### config.mk
export PLATFORM = sky130hd
export DESIGN_NAME = markov_distribution_step
export DESIGN_NICKNAME = d
export VERILOG_FILES = /design/src/hw/rtl/mds_pkg.sv /design/src/hw/rtl/markov_distribution_step.sv /design/src/hw/rtl/mds_ctrl.sv /design/src/hw/rtl/mds_datapath.sv
export SDC_FILE = /design/constraint.sdc
export NUM_CORES = 2
export LEC_CHECK = 0
export ABC_AREA = 1
export BUFFER_PORTS_ARGS = -buffer_cell sky130_fd_sc_hd__clkbuf_2
export CAP_MARGIN = 40
export CORE_MARGIN = 3
export CORE_UTILIZATION = 55
export CTS_BUF_LIST = sky130_fd_sc_hd__clkbuf_4
export CTS_CLUSTER_SIZE = 28
export DETAILED_ROUTE_END_ITERATION = 16
export PLACE_DENSITY = 0.73
export SYNTH_ARGS = -nofsm -noshare
export SYNTH_HDL_FRONTEND = slang
export SYNTH_SLANG_ARGS = --single-unit
### constraint.sdc
create_clock -name clk -period 5 [get_ports clk]
set_input_delay 0.5 -clock clk [delete_from_list [all_inputs] [get_ports clk]]
set_output_delay 0.5 -clock clk [all_outputs]
set_load 0.02 [all_outputs]
### src/hw/rtl/mds_pkg.sv
// ----------------------------------------------------------------------------
// mds_pkg
// Shared types and constants for the Markov distribution step block.
// ----------------------------------------------------------------------------
package mds_pkg;

  // Probability format: unsigned Q1.16, where PROB_ONE stands for 1.0.
  localparam int PROB_W = 17;
  localparam int FRAC_W = 16;
  localparam logic [PROB_W-1:0] PROB_ONE = 17'd65536;

  // Field widths of the command, position and state-count fields.
  localparam int CMD_W = 2;
  localparam int POS_W = 3;
  localparam int NUM_W = 4;

  // Default matrix dimension and the most results one command may emit.
  localparam int MAX_STATES_DEF = 8;
  localparam int MAX_OUT        = 8;

  // Command codes carried on the input channel.
  localparam logic [CMD_W-1:0] CMD_LOAD  = 2'd0;
  localparam logic [CMD_W-1:0] CMD_START = 2'd1;
  localparam logic [CMD_W-1:0] CMD_STEP  = 2'd2;

  // Commands from the controller to the datapath.
  typedef struct packed {
    logic load;       // write one matrix entry
    logic start;      // reset the distribution to all mass in state zero
    logic commit;     // make the freshly computed vector the current one
    logic mac_issue;  // issue one multiply-accumulate read
    logic mac_first;  // first term of a sum
    logic mac_last;   // last term of a sum, write the result
    logic emit_rd;    // read one distribution entry for output
    logic emit_ld;    // load the read entry into the output register
    logic emit_last;  // the loaded result closes the vector
  } ctl_cmd_t;

endpackage

### src/hw/rtl/markov_distribution_step.sv
// ----------------------------------------------------------------------------
// markov_distribution_step
// Markov chain state distribution propagation with a loadable matrix.
// ----------------------------------------------------------------------------
// Usage:
//   The input channel carries one command per transaction in in_tuser: load a
//   matrix entry (row, col, value in in_tdata), start at state zero, or step.
//   A load gives no result. Start and step send one result transaction per
//   state in use (at most eight) on the out_ channel, state zero first, with
//   out_tlast on the final one.
//   A step runs n*n multiply-accumulates through one shared multiplier, one
//   term per cycle, where n is the number of states in use; the command is
//   taken, the sums run, the pipeline drains and the banks swap, then each
//   result is read and loaded into the output register in turn. The next
//   input transaction is taken once the last result sits in the output
//   register. cfg_wr_en writes the state count; the user must write it only
//   while idle; the block does not enforce this.
//   Reset sets the distribution to all mass in state zero and the state
//   count to eight, or to MAX_STATES if that is smaller; the matrix holds no
//   defined values until loaded. When the receiver stalls, the result waits
//   in the output register and the sequence holds until it is taken.
// ----------------------------------------------------------------------------
module markov_distribution_step #(
  parameter int MAX_STATES = mds_pkg::MAX_STATES_DEF
) (
  input  logic                      clk,
  input  logic                      rst_n,
  // Configuration
  input  logic                      cfg_wr_en,
  input  logic [mds_pkg::NUM_W-1:0] cfg_wr_data,  // state count
  // Input channel
  input  logic                      in_tvalid,
  output logic                      in_tready,
  input  logic [23:0]               in_tdata,     // row[2:0], col[5:3], value[22:6]
  input  logic [mds_pkg::CMD_W-1:0] in_tuser,     // command[1:0]
  // Result channel
  output logic                      out_tvalid,
  input  logic                      out_tready,
  output logic [23:0]               out_tdata,    // state_index[2:0], probability[19:3]
  output logic                      out_tlast
);

  localparam int IW = $clog2(MAX_STATES);

  mds_pkg::ctl_cmd_t             cmd;
  logic [IW-1:0]                 rd_idx, s_idx;
  logic [mds_pkg::NUM_W-1:0]     cnt;
  logic                          out_busy;
  logic [mds_pkg::POS_W-1:0]     out_idx;
  logic [mds_pkg::PROB_W-1:0]    out_prob;

  // Sequencing of commands, sweeps and emission.
  mds_ctrl #(
    .MAX_STATES (MAX_STATES)
  ) u_ctrl (
    .clk         (clk),
    .rst_n       (rst_n),
    .cfg_wr_en   (cfg_wr_en),
    .cfg_wr_data (cfg_wr_data),
    .in_tvalid   (in_tvalid),
    .in_tready   (in_tready),
    .in_cmd      (in_tuser),
    .out_busy    (out_busy),
    .cmd         (cmd),
    .rd_idx      (rd_idx),
    .s_idx       (s_idx),
    .cnt         (cnt)
  );

  // Memories, multiply-accumulate pipeline and output register.
  mds_datapath #(
    .MAX_STATES (MAX_STATES)
  ) u_datapath (
    .clk        (clk),
    .rst_n      (rst_n),
    .cmd        (cmd),
    .rd_idx     (rd_idx),
    .s_idx      (s_idx),
    .cnt        (cnt),
    .ld_row     (in_tdata[2:0]),
    .ld_col     (in_tdata[5:3]),
    .ld_value   (in_tdata[22:6]),
    .out_tready (out_tready),
    .out_busy   (out_busy),
    .out_valid  (out_tvalid),
    .out_idx    (out_idx),
    .out_prob   (out_prob),
    .out_last   (out_tlast)
  );

  // Pack the result fields, padded to whole bytes.
  assign out_tdata = {4'd0, out_prob, out_idx};

endmodule

### src/hw/rtl/mds_ctrl.sv
// ----------------------------------------------------------------------------
// mds_ctrl
// Controller: decodes commands, sequences the multiply-accumulate sweep and
// the emission of the result vector, and holds the state-count register.
// ----------------------------------------------------------------------------
module mds_ctrl #(
  parameter int MAX_STATES = mds_pkg::MAX_STATES_DEF
) (
  input  logic                        clk,
  input  logic                        rst_n,
  input  logic                        cfg_wr_en,
  input  logic [mds_pkg::NUM_W-1:0]   cfg_wr_data,
  input  logic                        in_tvalid,
  output logic                        in_tready,
  input  logic [mds_pkg::CMD_W-1:0]   in_cmd,
  input  logic                        out_busy,
  output mds_pkg::ctl_cmd_t           cmd,
  output logic [$clog2(MAX_STATES)-1:0] rd_idx,
  output logic [$clog2(MAX_STATES)-1:0] s_idx,
  output logic [mds_pkg::NUM_W-1:0]   cnt
);

  localparam int IW = $clog2(MAX_STATES);
  localparam int CW = (IW > mds_pkg::NUM_W) ? IW : mds_pkg::NUM_W;

  localparam logic [2:0] ST_IDLE    = 3'd0;
  localparam logic [2:0] ST_MAC     = 3'd1;
  localparam logic [2:0] ST_DRAIN   = 3'd2;
  localparam logic [2:0] ST_COMMIT  = 3'd3;
  localparam logic [2:0] ST_EMIT    = 3'd4;
  localparam logic [2:0] ST_EMIT_LD = 3'd5;

  logic [2:0]                state_r, state_nxt;
  logic [CW-1:0]             i_r, i_nxt;
  logic [CW-1:0]             s_r, s_nxt;
  logic [CW-1:0]             k_r, k_nxt;
  logic                      d_r, d_nxt;
  logic [mds_pkg::NUM_W-1:0] num_r;
  logic [mds_pkg::NUM_W-1:0] n_use;
  logic [mds_pkg::NUM_W-1:0] n_emit;
  logic                      i_end, s_end, k_end;

  // State-count register, written straight from the configuration port.
  always_ff @(posedge clk) begin
    if (!rst_n) begin
      num_r <= mds_pkg::NUM_W'((MAX_STATES < 8) ? MAX_STATES : 8);
    end else if (cfg_wr_en) begin
      num_r <= cfg_wr_data;
    end
  end

  // Clamp the register to the states that actually exist.
  always_comb begin
    if (num_r == '0) begin
      n_use = mds_pkg::NUM_W'(1);
    end else if (int'(num_r) > MAX_STATES) begin
      n_use = mds_pkg::NUM_W'(MAX_STATES);
    end else begin
      n_use = num_r;
    end
    if (int'(n_use) > mds_pkg::MAX_OUT) begin
      n_emit = mds_pkg::NUM_W'(mds_pkg::MAX_OUT);
    end else begin
      n_emit = n_use;
    end
  end

  assign i_end = (i_r == CW'(n_use - 1'b1));
  assign s_end = (s_r == CW'(n_use - 1'b1));
  assign k_end = (k_r == CW'(n_emit - 1'b1));

  assign in_tready = (state_r == ST_IDLE);
  assign rd_idx    = (state_r == ST_MAC) ? IW'(i_r) : IW'(k_r);
  assign s_idx     = IW'(s_r);
  assign cnt       = n_use;

  // Next-state and command decode.
  always_comb begin
    state_nxt = state_r;
    i_nxt     = i_r;
    s_nxt     = s_r;
    k_nxt     = k_r;
    d_nxt     = d_r;
    cmd       = '0;
    case (state_r)
      ST_IDLE: begin
        if (in_tvalid) begin
          case (in_cmd)
            mds_pkg::CMD_LOAD: begin
              cmd.load = 1'b1;
            end
            mds_pkg::CMD_START: begin
              cmd.start = 1'b1;
              k_nxt     = '0;
              state_nxt = ST_EMIT;
            end
            mds_pkg::CMD_STEP: begin
              i_nxt     = '0;
              s_nxt     = '0;
              state_nxt = ST_MAC;
            end
            default: begin
            end
          endcase
        end
      end
      ST_MAC: begin
        // One term per cycle: i runs fastest, s selects the destination.
        cmd.mac_issue = 1'b1;
        cmd.mac_first = (i_r == '0);
        cmd.mac_last  = i_end;
        if (i_end) begin
          i_nxt = '0;
          if (s_end) begin
            d_nxt     = 1'b0;
            state_nxt = ST_DRAIN;
          end else begin
            s_nxt = s_r + 1'b1;
          end
        end else begin
          i_nxt = i_r + 1'b1;
        end
      end
      ST_DRAIN: begin
        // Let the last sum leave the pipeline before swapping banks.
        d_nxt = 1'b1;
        if (d_r) begin
          state_nxt = ST_COMMIT;
        end
      end
      ST_COMMIT: begin
        cmd.commit = 1'b1;
        k_nxt      = '0;
        state_nxt  = ST_EMIT;
      end
      ST_EMIT: begin
        if (!out_busy) begin
          cmd.emit_rd = 1'b1;
          state_nxt   = ST_EMIT_LD;
        end
      end
      ST_EMIT_LD: begin
        cmd.emit_ld   = 1'b1;
        cmd.emit_last = k_end;
        if (k_end) begin
          state_nxt = ST_IDLE;
        end else begin
          k_nxt     = k_r + 1'b1;
          state_nxt = ST_EMIT;
        end
      end
      default: begin
        state_nxt = ST_IDLE;
      end
    endcase
  end

  always_ff @(posedge clk) begin
    if (!rst_n) begin
      state_r <= ST_IDLE;
      i_r     <= '0;
      s_r     <= '0;
      k_r     <= '0;
      d_r     <= 1'b0;
    end else begin
      state_r <= state_nxt;
      i_r     <= i_nxt;
      s_r     <= s_nxt;
      k_r     <= k_nxt;
      d_r     <= d_nxt;
    end
  end

endmodule

### src/hw/rtl/mds_datapath.sv
// ----------------------------------------------------------------------------
// mds_datapath
// Datapath: transition matrix memory, double-banked distribution memory,
// the shared multiply-accumulate pipeline and the output register.
// ----------------------------------------------------------------------------
module mds_datapath #(
  parameter int MAX_STATES = mds_pkg::MAX_STATES_DEF
) (
  input  logic                          clk,
  input  logic                          rst_n,
  input  mds_pkg::ctl_cmd_t             cmd,
  input  logic [$clog2(MAX_STATES)-1:0] rd_idx,
  input  logic [$clog2(MAX_STATES)-1:0] s_idx,
  input  logic [mds_pkg::NUM_W-1:0]     cnt,
  input  logic [mds_pkg::POS_W-1:0]     ld_row,
  input  logic [mds_pkg::POS_W-1:0]     ld_col,
  input  logic [mds_pkg::PROB_W-1:0]    ld_value,
  input  logic                          out_tready,
  output logic                          out_busy,
  output logic                          out_valid,
  output logic [mds_pkg::POS_W-1:0]     out_idx,
  output logic [mds_pkg::PROB_W-1:0]    out_prob,
  output logic                          out_last
);

  localparam int IW = $clog2(MAX_STATES);
  localparam int AW = $clog2(MAX_STATES * MAX_STATES);
  localparam int CW = ((IW > mds_pkg::NUM_W) ? IW : mds_pkg::NUM_W) + 1;
  localparam int PW = mds_pkg::PROB_W;

  logic [PW-1:0]   mat_mem [MAX_STATES*MAX_STATES];
  logic [PW-1:0]   dist_mem [2*(1 << IW)];

  logic [AW-1:0]   ld_addr, mac_addr;
  logic            ld_ok;
  logic [PW-1:0]   ld_sat;
  logic [PW-1:0]   mat_rd_r, dist_rd_r;
  logic            bank_r, fresh_r;
  logic [mds_pkg::NUM_W-1:0] cnt_r;
  logic            v1_r, f1_r, l1_r;
  logic            v2_r, f2_r, l2_r;
  logic [IW-1:0]   s1_r, s2_r;
  logic [2*PW-1:0] prod_full;
  logic [PW:0]     prod_r;
  logic [PW-1:0]   acc_r;
  logic [PW+1:0]   acc_sum;
  logic [PW-1:0]   acc_nxt;
  logic            out_valid_r, out_last_r;
  logic [mds_pkg::POS_W-1:0] out_idx_r;
  logic [PW-1:0]   out_prob_r;

  // Matrix load: drop out-of-range positions, clip values above one.
  assign ld_ok   = (int'(ld_row) < MAX_STATES) && (int'(ld_col) < MAX_STATES);
  assign ld_sat  = (ld_value > mds_pkg::PROB_ONE) ? mds_pkg::PROB_ONE : ld_value;
  assign ld_addr = AW'(int'(ld_row) * MAX_STATES + int'(ld_col));
  assign mac_addr = AW'(int'(rd_idx) * MAX_STATES + int'(s_idx));

  always_ff @(posedge clk) begin
    if (cmd.load && ld_ok) begin
      mat_mem[ld_addr] <= ld_sat;
    end
    mat_rd_r <= mat_mem[mac_addr];
  end

  // Distribution read. The start vector and entries past the last computed
  // count are supplied here instead of being stored.
  always_ff @(posedge clk) begin
    if (fresh_r) begin
      dist_rd_r <= (rd_idx == '0) ? mds_pkg::PROB_ONE : '0;
    end else if (CW'(rd_idx) < CW'(cnt_r)) begin
      dist_rd_r <= dist_mem[{bank_r, rd_idx}];
    end else begin
      dist_rd_r <= '0;
    end
    if (v2_r && l2_r) begin
      dist_mem[{~bank_r, s2_r}] <= acc_nxt;
    end
  end

  // Bank select and start flag.
  always_ff @(posedge clk) begin
    if (!rst_n) begin
      bank_r  <= 1'b0;
      fresh_r <= 1'b1;
      cnt_r   <= '0;
    end else if (cmd.start) begin
      fresh_r <= 1'b1;
    end else if (cmd.commit) begin
      bank_r  <= ~bank_r;
      fresh_r <= 1'b0;
      cnt_r   <= cnt;
    end
  end

  // Multiply stage: truncated Q1.16 product.
  assign prod_full = dist_rd_r * mat_rd_r;

  // Accumulate stage with saturation at one.
  assign acc_sum = (PW+2)'(f2_r ? '0 : acc_r) + (PW+2)'(prod_r);
  assign acc_nxt = (acc_sum > (PW+2)'(mds_pkg::PROB_ONE)) ? mds_pkg::PROB_ONE
                                                           : PW'(acc_sum);

  always_ff @(posedge clk) begin
    if (!rst_n) begin
      v1_r <= 1'b0;
      v2_r <= 1'b0;
    end else begin
      v1_r <= cmd.mac_issue;
      v2_r <= v1_r;
    end
  end

  always_ff @(posedge clk) begin
    f1_r   <= cmd.mac_first;
    l1_r   <= cmd.mac_last;
    s1_r   <= s_idx;
    f2_r   <= f1_r;
    l2_r   <= l1_r;
    s2_r   <= s1_r;
    prod_r <= prod_full[2*PW-1:mds_pkg::FRAC_W];
    if (v2_r) begin
      acc_r <= acc_nxt;
    end
  end

  // Output register, freed by the receiver's handshake.
  always_ff @(posedge clk) begin
    if (!rst_n) begin
      out_valid_r <= 1'b0;
    end else if (cmd.emit_ld) begin
      out_valid_r <= 1'b1;
    end else if (out_tready) begin
      out_valid_r <= 1'b0;
    end
  end

  always_ff @(posedge clk) begin
    if (cmd.emit_ld) begin
      out_idx_r  <= mds_pkg::POS_W'(rd_idx);
      out_prob_r <= dist_rd_r;
      out_last_r <= cmd.emit_last;
    end
  end

  assign out_busy  = out_valid_r && !out_tready;
  assign out_valid = out_valid_r;
  assign out_idx   = out_idx_r;
  assign out_prob  = out_prob_r;
  assign out_last  = out_last_r;

`ifndef ASSERT_OFF
  // A result is never loaded over one the receiver has not taken.
  a_no_overwrite: assert property (@(posedge clk) disable iff (!rst_n)
    cmd.emit_ld |-> (!out_valid_r || out_tready))
    else $error("output register overwritten while stalled");

  // Banks swap only after the accumulate pipeline has drained.
  a_commit_drained: assert property (@(posedge clk) disable iff (!rst_n)
    cmd.commit |-> (!v1_r && !v2_r && !cmd.mac_issue))
    else $error("bank swap while sums are in flight");

  // Every emitted probability stays within one.
  a_prob_range: assert property (@(posedge clk) disable iff (!rst_n)
    out_valid_r |-> (out_prob_r <= mds_pkg::PROB_ONE))
    else $error("emitted probability above one");

  // An emission read is followed by its load in the next cycle.
  a_emit_pair: assert property (@(posedge clk) disable iff (!rst_n)
    cmd.emit_rd |=> cmd.emit_ld)
    else $error("emission read without load");
`endif

endmodule
==> results.yml <==
sta:
  fin_skew_ps: 103
  rsz0062_at_grt: "yes"
  fmaxAchievable_mhz: 186
  worstMarginPinSlew_ps: 956
  relSlewSlack: 0.361
  period_minus_slack_ps: 5370
  setup_viol: 18
  finalHoldViolCount: 0
  drv_slew: 0
  fin_ws_ps: -371
  post-route-period-util: 1.07
detailed_routing:
  drc: 0
  via_per_inst: 5.81
  firstDrtPassIters: 5
  vias: 49021
  wirelength_um: 185000
  drt_iter0_drc: 5475
  wire_per_inst_um: 22.0
  antenna_left: 0
placement:
  portBuffers: 56
  pre_cts_ws_ps: -445
  placed_area_um2: 73000
  dp_hpwl_um: 113000
  dp.cells: 7715
  gp_congestion: 0.885
synth:
  synth_ff_type: "edfxtp_1"
  synth_adder_area_share: 0.0889
  synth_seq_cells: 1489
  synth_compound_area_frac: 0.113
  synthSimpleGateAreaFrac: 0.102
  syn_avg_cell_area_um2: 11.4
  syn_inst: 6076
  syn_area_um2: 69100
  seq_area_frac_synth: 0.634
  synth_cell_types: 49
  synth_xor_area_frac: 0.00469
  yosysWarnings: 0
  async_flop_share: 0
  synth_top_family_by_area: "compound AO/OA/AOI/OAI gates"
  synthMuxAreaShare: 0
  synth_edf_count: 1398
global_route:
  grt_pass1_vias: 48794
  grtUsageTotal: 0.281
  grt-ovfl-total: 0
  grt_pass1_wl_um: 281000
  antenna_found_initial: 7
  grt_start_max_net_pins: 146
worst_setup_path:
  cp.arrival_ps: 6550
  worstPathBufferInverterCount: 6
  cp_top_family: "adder cells"
  crit_required_ps: 6180
  crit_path_start_kind: "flop"
  slowest_stage: "fa_1"
  crit_path_max_fanout: 6
  cpPeakStageDelay_ps: 560
  endpoint_kind: "flop"
  crit_top_cell: "fa_1"
  path_class: "flop to flop"
  cp_cell_sequence: "buf_12 -> buf_6 -> nand2_1 -> fa_1 -> fa_2 -> fa_1 -> inv_1 -> fa_1 -> fa_1 -> inv_1 -> fa_1 -> inv_2 -> ha_4 -> nand2_4 -> nor4_2 -> nand2_1 -> nand2_2 -> nand2_2 -> o21ai_4 -> buf_4 -> xor2_1"
floorplan:
  die_y_um: 360
  core_area_um2: 124000
  std_cell_rows: 129
  start_util: 0.557
  die_x_um: 360
  ioPinCount: 62
  fp.dieArea_um2: 130000
power:
  power.total_uw: 34300
  leakagePower_uw: 0.0307
  p_per_area_nw_per_um2: 435
  irDropWorstVdd_v: 0.000384
clock_tree:
  cts_max_level: 5
  cts_max_path_buffers: 4
  cts_tree: "yes"
  clockRootBuffer: "clkbuf_4"
  clkSlewWorstSetupHoldPaths_ps: 70
  worst_skew_pair.late_latency_ps: 1270
  clock-sinks: 1489
  cts_buffers: 382
status:
  status: "finished, violations left"
  violations: "negative setup slack"
hold_path:
  holdCritPathClass: "input pin to flop"
layout:
  final_net_count: 6923
  fill_cells: 9421
  layout-drive-gt1-share: 0.170
  area_growth_pct: 14.2
  final-seq-area_um2: 43800
  fin_area_um2: 78900
  multiInputGateArea_um2: 22200
  final_cells: 8431
job:
  drv_cap: 0
[report_power, final]
part / total, uW / switching [uW] / internal, uW
combinational: 9490 / 6650 / 2840
sequential: 14900 / 269 / 14700
clock: 9870 / 4770 / 5100
[state kept, by name, indices dropped and copies added, names as in the netlist, 3 cells and up]
name	flops
u_datapath.s2_r	3
u_ctrl.k_r	4
u_ctrl.s_r	4
u_datapath.out_idx	3
u_ctrl.i_r	4
u_datapath.out_prob	17
u_ctrl.num_r	4
u_datapath.prod_r	18
u_datapath.mat_rd_r	17
u_ctrl.state_r	3
u_datapath.dist_mem	272
u_datapath.cnt_r	4
u_datapath.acc_r	17
u_datapath.mat_mem	1088
u_datapath.dist_rd_r	17
u_datapath.s1_r	3
[tightest hold or removal path: stages]
cell and delay (ps):
clkbuf_2 140, nor2_1 100, nand2_1 400, nor2_1 130
[per-stage QoR]
step / hold slack, ps / setup TNS (ps) / util
2_1_floorplan: 310 / -78.7 / -
3_3_place_gp: 311 / -5450 / 0.586
3_5_place_dp: 312 / -6290 / 0.588
4_1_cts: 7.18 / -2290 / 0.632
5_1_grt: 46.4 / -6360 / 0.635
6_report: 162 / -3260 / 0.636
[cells by family after synthesis]
kind of cell | Yosys count
and+or+nand+nor | 1809
DFF | 1489
adders and majority gates | 357
AOI/OAI and AO/OA | 1400
buffers and inverters | 983
other | 1
xor gates and xnor gates | 37
[area by class of cell]
type / count / area share
Clock inverter: 93 / 0.00560
Sequential cell: 1489 / 0.556
Clock buffer: 542 / 0.0516
Multi-Input combinational cell: 3607 / 0.281
Timing Repair Buffer: 441 / 0.0506
Antenna cell: 12 / 0.000381
Inverter: 610 / 0.0293
Tap cell: 1637 / 0.0260
[synthesized netlist by cell type, types with 25 or more instances]
cell type	number	area share
ha_1	134	0.024
fa_1	223	0.065
o21ai_1	65	0.0047
xor2_1	25	0.0032
inv_1	602	0.033
clkbuf_1	238	0.013
buf_2	88	0.0064
o22ai_1	326	0.030
a21oi_1	108	0.0078
nor2_1	979	0.053
nand3_1	108	0.0078
dfxtp_1	91	0.026
o21ai_0	776	0.056
o211ai_1	75	0.0082
edfxtp_1	1398	0.61
o221ai_1	28	0.0035
nand2_1	675	0.037
[metal layers]
layer  global-route usage  vias to the layer above  wire, um
li1                     -                    22171         -
met1                0.370                    23671     70900
met2                0.455                     2729     88600
met3               0.0603                      444     18200
met4                0.125                        6      7470
met5                    0                        -        61
[final timing paths]
kind / from / end / slack [ps] / depth (start not counted)
worst max-delay path: u_datapath.dist_rd_r[9]$_SDFF_PP0_ / u_datapath.prod_r[9]$_DFF_P_ / -370 / 21
worst min-delay path: in_tdata[3] / u_datapath.mat_mem[48][14]$_DFFE_PP_ / 160 / 4
worst max register to register: u_datapath.dist_rd_r[9]$_SDFF_PP0_ / u_datapath.prod_r[9]$_DFF_P_ / -370 / 21
worst min register to register: u_datapath.s1_r[2]$_DFF_P_ / u_datapath.s2_r[2]$_DFF_P_ / 330 / 0
[cell usage in the layout, fill, tap and decap left out, types with 72 or more instances in the layout]
| cell | instances |
|---|---|
| a21oi_1 | 92 |
| buf_4 | 273 |
| clkbuf_4 | 542 |
| clkinv_1 | 73 |
| dfxtp_1 | 72 |
| edfxtp_1 | 1398 |
| fa_1 | 210 |
| ha_1 | 120 |
| inv_1 | 575 |
| nand2_1 | 651 |
| nand3_1 | 102 |
| nor2_1 | 941 |
| o211ai_1 | 75 |
| o21ai_0 | 761 |
| o21ai_1 | 75 |
| o22ai_1 | 326 |
[timing repair]
item | 4_1_cts | 5_1_grt
cloned | 1 | 1
hold buffers | 50 | 0
setup endpoints to repair | 18 | 18
gates resized for setup | 84 | 100
endpoints found under the hold margin | 916 | 0
pin swaps | 50 | 48
buffers inserted | 9 | 9
Note: power is estimated with default switching activity, not from simulation.
